--- src/hdl/sdre_pkg.sv ---
// ----------------------------------------------------------------------------
// sdre_pkg
// Shared types and constants for the signed radix digit emitter.
// ----------------------------------------------------------------------------
`default_nettype none

package sdre_pkg;

  // Alphabet storage: eight 64-bit words of byte symbols
  localparam int unsigned NUM_WORDS     = 8;
  localparam int unsigned WORD_BITS     = 64;
  localparam int unsigned WORD_SEL_BITS = 3;
  localparam int unsigned SYM_BITS      = 8;
  localparam int unsigned IDX_BITS      = 6;
  localparam int unsigned CFG_IDX_BITS  = 4;
  localparam int unsigned SEEN_BITS     = 128;

  // Character codes
  localparam logic [SYM_BITS-1:0] SYM_LO     = 8'd33;
  localparam logic [SYM_BITS-1:0] SYM_HI     = 8'd126;
  localparam logic [SYM_BITS-1:0] CHAR_PLUS  = 8'h2B;
  localparam logic [SYM_BITS-1:0] CHAR_MINUS = 8'h2D;
  localparam logic [SYM_BITS-1:0] CHAR_NONE  = 8'h00;

  // Divider status toward the sequencer
  typedef struct packed {
    logic busy;
    logic done;
  } div_stat_t;

endpackage : sdre_pkg

`default_nettype wire

--- src/hdl/sdre_divider.sv ---
// ----------------------------------------------------------------------------
// sdre_divider
// Restoring divider, one quotient bit per cycle, shared by all digits.
// ----------------------------------------------------------------------------
`default_nettype none

module sdre_divider
  import sdre_pkg::*;
#(
  parameter int unsigned VALUE_BITS = 32,
  parameter int unsigned RAD_BITS   = 7
) (
  input  wire logic                  clk_i,
  input  wire logic                  rst_ni,
  input  wire logic                  start_i,
  input  wire logic [VALUE_BITS-1:0] dividend_i,
  input  wire logic [RAD_BITS-1:0]   divisor_i,
  output      logic [VALUE_BITS-1:0] quotient_o,
  output      logic [RAD_BITS-1:0]   remainder_o,
  output      div_stat_t             stat_o
);

  localparam int unsigned CW = $clog2(VALUE_BITS);

  logic [VALUE_BITS-1:0] quo_q;
  logic [RAD_BITS-1:0]   rem_q;
  logic [RAD_BITS-1:0]   div_q;
  logic [CW-1:0]         cnt_q;
  logic                  busy_q;
  logic                  done_q;
  logic [RAD_BITS:0]     trial;
  logic                  fits;

  // Shift in the next dividend bit and test against the divisor
  assign trial = {rem_q, quo_q[VALUE_BITS-1]};
  assign fits  = (trial >= {1'b0, div_q});

  always_ff @(posedge clk_i or negedge rst_ni) begin
    if (!rst_ni) begin
      busy_q <= 1'b0;
      done_q <= 1'b0;
      cnt_q  <= '0;
      quo_q  <= '0;
      rem_q  <= '0;
      div_q  <= '0;
    end else begin
      done_q <= 1'b0;
      if (start_i && !busy_q) begin
        quo_q  <= dividend_i;
        rem_q  <= '0;
        div_q  <= divisor_i;
        cnt_q  <= CW'(VALUE_BITS - 1);
        busy_q <= 1'b1;
      end else if (busy_q) begin
        if (fits) begin
          rem_q <= RAD_BITS'(trial - {1'b0, div_q});
        end else begin
          rem_q <= trial[RAD_BITS-1:0];
        end
        quo_q <= {quo_q[VALUE_BITS-2:0], fits};
        if (cnt_q == '0) begin
          busy_q <= 1'b0;
          done_q <= 1'b1;
        end else begin
          cnt_q <= cnt_q - 1'b1;
        end
      end
    end
  end

  assign quotient_o  = quo_q;
  assign remainder_o = rem_q;
  assign stat_o      = '{busy: busy_q, done: done_q};

endmodule : sdre_divider

`default_nettype wire

--- src/hdl/sdre_digit_stack.sv ---
// ----------------------------------------------------------------------------
// sdre_digit_stack
// Digit store: digits go in least significant first and are read back in
// reverse, with registered read data.
// ----------------------------------------------------------------------------
`default_nettype none

module sdre_digit_stack
  import sdre_pkg::*;
#(
  parameter int unsigned DEPTH = 32,
  parameter int unsigned WIDTH = 6
) (
  input  wire logic                     clk_i,
  input  wire logic                     wr_en_i,
  input  wire logic [$clog2(DEPTH)-1:0] wr_addr_i,
  input  wire logic [WIDTH-1:0]         wr_data_i,
  input  wire logic                     rd_en_i,
  input  wire logic [$clog2(DEPTH)-1:0] rd_addr_i,
  output      logic [WIDTH-1:0]         rd_data_o
);

  logic [WIDTH-1:0] mem_q [DEPTH];
  logic [WIDTH-1:0] rd_q;

  // Write port
  always_ff @(posedge clk_i) begin
    if (wr_en_i) begin
      mem_q[wr_addr_i] <= wr_data_i;
    end
  end

  // Registered read port
  always_ff @(posedge clk_i) begin
    if (rd_en_i) begin
      rd_q <= mem_q[rd_addr_i];
    end
  end

  assign rd_data_o = rd_q;

endmodule : sdre_digit_stack

`default_nettype wire

--- src/hdl/signed_radix_digit_emitter_core.sv ---
// Flow: the request is accepted, the alphabet is scanned, then each digit comes from the
// shared divider, then the sign (if negative) and the digit characters are shown, each
// held while the output is stalled. One request at a time: the next is taken the
// cycle after the last result leaves. Reset clears the alphabet to zero (an invalid
// alphabet, so each request returns a single bad_base result) and idles the sequencer.
// ----------------------------------------------------------------------------
// signed_radix_digit_emitter_core
// Converts a signed value to text in the radix given by a configured alphabet.
// ----------------------------------------------------------------------------
`default_nettype none

module signed_radix_digit_emitter_core
  import sdre_pkg::*;
#(
  parameter int unsigned MAX_SYMBOLS = 64,
  parameter int unsigned VALUE_BITS  = 32
) (
  input  wire logic                    clk_i,
  input  wire logic                    rst_ni,
  // Configuration writes
  input  wire logic                    cfg_valid_i,
  output      logic                    cfg_ready_o,
  input  wire logic [CFG_IDX_BITS-1:0] cfg_index_i,
  input  wire logic [WORD_BITS-1:0]    cfg_data_i,
  // Input requests
  input  wire logic                    in_valid_i,
  output      logic                    in_stall_o,
  input  wire logic signed [31:0]      value_i,
  // Results
  output      logic                    out_valid_o,
  input  wire logic                    out_stall_i,
  output      logic [7:0]              out_char_o,
  output      logic                    bad_base_o,
  output      logic                    is_last_o
);

  localparam int unsigned RW = $clog2(MAX_SYMBOLS + 1);
  localparam int unsigned DW = (MAX_SYMBOLS > 2) ? $clog2(MAX_SYMBOLS) : 1;
  localparam int unsigned NW = $clog2(VALUE_BITS + 1);
  localparam int unsigned AW = $clog2(VALUE_BITS);

  typedef enum logic [2:0] {
    ST_IDLE,
    ST_SCAN,
    ST_DSTART,
    ST_DWAIT,
    ST_READ,
    ST_LOAD,
    ST_SHOW
  } state_e;

  // Alphabet registers
  logic [NUM_WORDS-1:0][WORD_BITS-1:0] alpha_q;

  always_ff @(posedge clk_i or negedge rst_ni) begin
    if (!rst_ni) begin
      alpha_q <= '0;
    end else if (cfg_valid_i && (cfg_index_i < CFG_IDX_BITS'(NUM_WORDS))) begin
      alpha_q[cfg_index_i[WORD_SEL_BITS-1:0]] <= cfg_data_i;
    end
  end

  assign cfg_ready_o = 1'b1;

  // Sequencer registers
  state_e                state_q, state_d;
  logic [VALUE_BITS-1:0] mag_q, mag_d;
  logic                  neg_q, neg_d;
  logic [RW-1:0]         scan_q, scan_d;
  logic [RW-1:0]         radix_q, radix_d;
  logic [SEEN_BITS-1:0]  seen_q, seen_d;
  logic [NW-1:0]         nd_q, nd_d;
  logic                  out_valid_q, out_valid_d;
  logic [7:0]            out_char_q, out_char_d;
  logic                  bad_base_q, bad_base_d;
  logic                  is_last_q, is_last_d;

  // Shared units
  logic                  div_start;
  logic [VALUE_BITS-1:0] div_quo;
  logic [RW-1:0]         div_rem;
  div_stat_t             div_stat;
  logic                  stk_wr;
  logic                  stk_rd;
  logic [NW-1:0]         nd_m1;
  logic [DW-1:0]         stk_data;
  logic [IDX_BITS-1:0]   sym_idx;
  logic [SYM_BITS-1:0]   sym;
  logic [VALUE_BITS-1:0] in_bits;
  logic                  sym_bad;

  sdre_divider #(
    .VALUE_BITS (VALUE_BITS),
    .RAD_BITS   (RW)
  ) u_div (
    .clk_i       (clk_i),
    .rst_ni      (rst_ni),
    .start_i     (div_start),
    .dividend_i  (mag_q),
    .divisor_i   (radix_q),
    .quotient_o  (div_quo),
    .remainder_o (div_rem),
    .stat_o      (div_stat)
  );

  assign nd_m1  = nd_q - 1'b1;
  assign stk_wr = (state_q == ST_DWAIT) && div_stat.done;
  assign stk_rd = (state_q == ST_READ);

  sdre_digit_stack #(
    .DEPTH (VALUE_BITS),
    .WIDTH (DW)
  ) u_stack (
    .clk_i     (clk_i),
    .wr_en_i   (stk_wr),
    .wr_addr_i (nd_q[AW-1:0]),
    .wr_data_i (DW'(div_rem)),
    .rd_en_i   (stk_rd),
    .rd_addr_i (nd_m1[AW-1:0]),
    .rd_data_o (stk_data)
  );

  // One symbol lookup, shared by the alphabet scan and digit output
  assign sym_idx = (state_q == ST_SCAN) ? IDX_BITS'(scan_q) : IDX_BITS'(stk_data);
  assign sym     = alpha_q[sym_idx[IDX_BITS-1:3]][{sym_idx[2:0], 3'b000} +: SYM_BITS];
  assign sym_bad = !(sym inside {[SYM_LO:SYM_HI]}) || (sym == CHAR_PLUS) ||
                   (sym == CHAR_MINUS) || seen_q[sym[6:0]];

  function automatic logic [VALUE_BITS-1:0] in_bits_f(input logic [31:0] v);
    return v[VALUE_BITS-1:0];
  endfunction

  assign in_bits = in_bits_f(value_i);

  // Next-state logic
  always_comb begin
    state_d     = state_q;
    mag_d       = mag_q;
    neg_d       = neg_q;
    scan_d      = scan_q;
    radix_d     = radix_q;
    seen_d      = seen_q;
    nd_d        = nd_q;
    out_valid_d = out_valid_q;
    out_char_d  = out_char_q;
    bad_base_d  = bad_base_q;
    is_last_d   = is_last_q;
    div_start   = 1'b0;

    case (state_q)
      ST_IDLE: begin
        if (in_valid_i) begin
          neg_d   = in_bits[VALUE_BITS-1];
          mag_d   = in_bits[VALUE_BITS-1] ? (~in_bits + 1'b1) : in_bits;
          scan_d  = '0;
          seen_d  = '0;
          nd_d    = '0;
          state_d = ST_SCAN;
        end
      end
      ST_SCAN: begin
        // Walk the alphabet one symbol per cycle until the terminator, a bad symbol or MAX_SYMBOLS entries
        if ((scan_q == RW'(MAX_SYMBOLS)) || (sym == CHAR_NONE)) begin
          if (scan_q < RW'(2)) begin
            out_char_d  = CHAR_NONE;
            bad_base_d  = 1'b1;
            is_last_d   = 1'b1;
            out_valid_d = 1'b1;
            state_d     = ST_SHOW;
          end else begin
            radix_d = scan_q;
            state_d = ST_DSTART;
          end
        end else if (sym_bad) begin
          out_char_d  = CHAR_NONE;
          bad_base_d  = 1'b1;
          is_last_d   = 1'b1;
          out_valid_d = 1'b1;
          state_d     = ST_SHOW;
        end else begin
          seen_d[sym[6:0]] = 1'b1;
          scan_d           = scan_q + 1'b1;
        end
      end
      ST_DSTART: begin
        if (!div_stat.busy) begin
          div_start = 1'b1;
          state_d   = ST_DWAIT;
        end
      end
      ST_DWAIT: begin
        // Store the remainder as the next digit; continue on a nonzero quotient while the stack has room
        if (div_stat.done) begin
          mag_d = div_quo;
          nd_d  = nd_q + 1'b1;
          if ((div_quo == '0) || (nd_q == NW'(VALUE_BITS - 1))) begin
            if (neg_q) begin
              out_char_d  = CHAR_MINUS;
              bad_base_d  = 1'b0;
              is_last_d   = 1'b0;
              out_valid_d = 1'b1;
              state_d     = ST_SHOW;
            end else begin
              state_d = ST_READ;
            end
          end else begin
            state_d = ST_DSTART;
          end
        end
      end
      ST_READ: begin
        nd_d    = nd_m1;
        state_d = ST_LOAD;
      end
      ST_LOAD: begin
        out_char_d  = sym;
        bad_base_d  = 1'b0;
        is_last_d   = (nd_q == '0);
        out_valid_d = 1'b1;
        state_d     = ST_SHOW;
      end
      ST_SHOW: begin
        // Hold the result until taken
        if (!out_stall_i) begin
          out_valid_d = 1'b0;
          state_d     = is_last_q ? ST_IDLE : ST_READ;
        end
      end
      default: begin
        state_d = ST_IDLE;
      end
    endcase
  end

  always_ff @(posedge clk_i or negedge rst_ni) begin
    if (!rst_ni) begin
      state_q     <= ST_IDLE;
      mag_q       <= '0;
      neg_q       <= 1'b0;
      scan_q      <= '0;
      radix_q     <= '0;
      seen_q      <= '0;
      nd_q        <= '0;
      out_valid_q <= 1'b0;
      out_char_q  <= '0;
      bad_base_q  <= 1'b0;
      is_last_q   <= 1'b0;
    end else begin
      state_q     <= state_d;
      mag_q       <= mag_d;
      neg_q       <= neg_d;
      scan_q      <= scan_d;
      radix_q     <= radix_d;
      seen_q      <= seen_d;
      nd_q        <= nd_d;
      out_valid_q <= out_valid_d;
      out_char_q  <= out_char_d;
      bad_base_q  <= bad_base_d;
      is_last_q   <= is_last_d;
    end
  end

  assign in_stall_o  = (state_q != ST_IDLE);
  assign out_valid_o = out_valid_q;
  assign out_char_o  = out_char_q;
  assign bad_base_o  = bad_base_q;
  assign is_last_o   = is_last_q;

endmodule : signed_radix_digit_emitter_core

`default_nettype wire
--- config.mk ---
export PLATFORM = sky130hd
export DESIGN_NAME = signed_radix_digit_emitter_core
export DESIGN_NICKNAME = d
export VERILOG_FILES = /design/src/hdl/sdre_pkg.sv /design/src/hdl/sdre_divider.sv /design/src/hdl/sdre_digit_stack.sv /design/src/hdl/signed_radix_digit_emitter_core.sv
export SDC_FILE = /design/constraint.sdc
export NUM_CORES = 2
export LEC_CHECK = 0
export BUFFER_PORTS_ARGS = -buffer_cell sky130_fd_sc_hd__buf_2
export CORE_MARGIN = 4
export CORE_UTILIZATION = 57
export CTS_CLUSTER_SIZE = 25
export DETAILED_ROUTE_END_ITERATION = 12
export PLACE_DENSITY = 0.76
export SLEW_MARGIN = 20
export SYNTH_ARGS = -nofsm -noshare
export SYNTH_HDL_FRONTEND = slang
export SYNTH_HIERARCHICAL = 1
export SYNTH_SLANG_ARGS = --single-unit
export TNS_END_PERCENT = 1
--- constraint.sdc ---
create_clock -name clk_i -period 5.1 [get_ports clk_i]
set_clock_uncertainty 0.15 [all_clocks]
set_input_delay 0.255 -clock clk_i [delete_from_list [all_inputs] [get_ports clk_i]]
set_output_delay 0.255 -clock clk_i [all_outputs]
set_load 0.1 [all_outputs]
==> metrics.yaml <==
final_layout:
  layout.cells.most_common: "dfrtp_1"
  drive_gt1_share_pct: 34.8
  num-fill-cells: 5444
  fin_util_pct: 68.4
  layout_common_cells: "dfrtp_1 (718), mux2_2 (602), nand2_1 (399)"
  nets: 4272
  fin_area_um2: 55200
  syn2layout_area_growth_pct: 18.7
critical_path:
  cp_common_cell: "buf_12"
  critPathSlowestCell: "dfrtp_1"
  slowest_delay_ns: 0.43
  cp-start-kind: "flip-flop"
  worstPathCellList: "buf_6 -> nor3b_4 -> buf_12 -> buf_12 -> bufbuf_16 -> nor3_4 -> a31oi_1 -> a32o_2 -> a221o_1 -> o22a_1 -> buf_12 -> buf_12 -> a31oi_2 -> a22oi_1 -> o21a_1 -> o41a_1 -> or2_4 -> or3_4 -> or3_4 -> buf_8 -> o31ai_2"
  worstPathRequired_ns: 5.55
  endpoint_kind: "flip-flop"
  path_class: "flip-flop to flip-flop"
  reg2reg_slack_ns: -0.16
  arrival_ns: 5.71
  critical_path_peak_fanout: 18
timing:
  fmax_ghz: 0.190
  rsz0062_at_grt: "true"
  hold_violations: 0
  min_period_ns: 5.26
  relSlewSlack_pct: 33.7
  layout_setup_ws_ns: -0.165
  worstMarginPinSlew_ns: 0.995
  setup_violations: 49
  holdWs_ns: 0.0424
  report.final.slew_viol_count: 0
  min_period_over_period_pct: 103
floorplan:
  fp.dieW_um: 294
  dieArea_um2: 86200
  ioPinCount: 118
  rows: 104
  die_y_um: 294
  design.core.area_um2: 80700
  initial_core_util_pct: 57.6
clock_network:
  insertion_delay_ns: 0.70
  htree_levels: 3
  cts_buffers: 97
  clk_path_buf_depth: 3
  root_buffer: "clkbuf_16"
  cts_tree: "yes"
  cts_sinks: 925
  path_clk_slew_ns: 0.06
detailed_routing:
  wl_um: 126000
  via_count: 33800
  dr.pass1.iters: 6
  vias_per_cell: 6.37
  drt-initial-drc-count: 3080
  drc: 0
  routedWlPerCell_um: 23.8
  ant_nets: 0
synthesis:
  syn_area_um2: 46500
  async_flop_share_pct: 78.6
  avgSynthCellArea_um2: 12.3
  ys.flop_type: "dfrtp_1"
  ys_warn_count: 6
  synth_cell_types: 99
  synthesis.nets: 3904
  synthCells: 3783
  seq_area_frac_synth_pct: 51.9
  synth_edf_count: 198
  synth-seq-cells: 925
grt:
  overflow: 0
  grt_pass1_wl_um: 200000
  grt_use_total_pct: 29.2
  grt_pass1_vias: 34500
  grt_antenna_before_repair: 7
  grt_start_max_net_pins: 143
placed_design:
  place_congestion: 0.927
  hpwl_um: 79800
  io_buffers: 116
  postPlaceCellArea_um2: 50100
power:
  power_density_nw_per_um2: 599
  max-vdd-ir-drop_mv: 0.550
  finalPower_w: 0.0331
  leakagePower_nw: 22.9
status:
  status: "finished with violations"
  violations: "negative setup slack"
job:
  cap_violations: 0
min_path:
  worst_hold_path_type: "input pin to async pin"
==> registers in the layout, indices dropped and copies added, names as in the netlist, 7 cells and up <==
register           cells
mag_q                 32
u_div/quotient_o      32
scan_q                 7
radix_q                7
u_stack/mem_q        192
alpha_q              512
u_div/remainder_o      7
u_div/div_q            7
out_char_o             8
seen_q                95
==> cell usage after synthesis, drive strengths merged, types with 60 or more instances <==
master,n,area share (%)
clkbuf,136,1.1
dfrtp,727,39
nor3,96,1.0
a21oi,110,1.2
o21ai,151,1.6
o31ai,60,1.2
nand2,405,3.3
a31oi,84,1.1
edfxtp,198,13
mux2,605,15
buf,139,2.0
mux2i,249,5.4
nor2,133,1.1
nand3,105,1.1
mux4,117,5.7
==> through the flow <==
stage          std cells  setup TNS (ns)  setup slack, ns
6_report            5303           -4.69           -0.165
5_1_grt             5296          -12.07           -0.247
4_1_cts             5292           -1.08          -0.0583
3_5_place_dp        4997          -10.89           -0.272
3_3_place_gp        4997           -6.28           -0.176
2_1_floorplan       3783               0            0.110
==> path summary, 6_finish.rpt <==
| check | start | endpoint | cells after the start |
|---|---|---|---|
| min | rst_ni | alpha_q[438]$_DFFE_PN0P_ | 2 |
| max in group asynchronous | rst_ni | alpha_q[439]$_DFFE_PN0P_ | 3 |
| min reg2reg | mag_q[9]$_DFFE_PN0P_ | mag_q[9]$_DFFE_PN0P_ | 2 |
| min in group clk_i | cfg_index_i[1] | alpha_q[342]$_DFFE_PN0P_ | 4 |
| max reg2reg | state_q[0]$_DFFE_PN0P_ | seen_q[102]$_DFFE_PN0P_ | 21 |
| max | state_q[0]$_DFFE_PN0P_ | seen_q[102]$_DFFE_PN0P_ | 21 |
==> cell families after synthesis <==
logic type / after synthesis / synth area share [%]
muxes: 971 / 25.7
DFF: 925 / 51.9
and+or+nand+nor: 908 / 9.07
AOI/OAI and AO/OA: 604 / 8.70
buffers and inverters: 320 / 3.42
xor gates and xnor gates: 38 / 0.716
adders and majority gates: 16 / 0.447
other: 1 / 0.00806
==> where the power goes <==
part           switching (W)  internal [W]  leakage [nW]
Clock                0.00310       0.00450          1.68
Combinational        0.00824       0.00683          10.2
Sequential           0.00124       0.00916          10.9
Total                 0.0126        0.0205          22.9
==> critical path, delay by kind of cell, from the launching register on <==
| family | cells | cell delay, ns |
|---|---|---|
| simple gates | 5 | 1.31 |
| buf+inv | 7 | 1.20 |
| compound gates | 9 | 2.04 |
| flops | 1 | 0.43 |
==> layout make-up <==
class | count | area, um^2 | area share, %
repair buffers | 540 | 4740 | 8.58
well taps | 1060 | 1330 | 2.40
flip-flops and latches | 925 | 24200 | 43.8
multi-input cells | 2542 | 21300 | 38.6
diodes | 10 | 25.0 | 0.0453
clock buffers | 129 | 2760 | 5.00
clock inverters | 52 | 702 | 1.27
inverters | 45 | 169 | 0.306
==> routing by layer <==
| metal | wire [um] | vias up | global-route usage (%) |
|---|---|---|---|
| met1 | 52200 | 17300 | 39.7 |
| met3 | 7490 | 308 | 4.61 |
| li1 | - | 14900 | - |
| met4 | 4340 | 2 | 9.92 |
| met2 | 62400 | 1278 | 48.7 |
| met5 | 13 | - | 0 |
==> what timing repair did <==
action                                  4_1_cts  5_1_grt
setup buffers                                 5        1
endpoints found under the hold margin       648        0
resized for setup                            60       36
endpoints found under the setup margin      102      116
gates cloned                                  5        0
pin swaps                                    21       11
hold buffers                                104        0
Power figures use the tool's default switching activity.
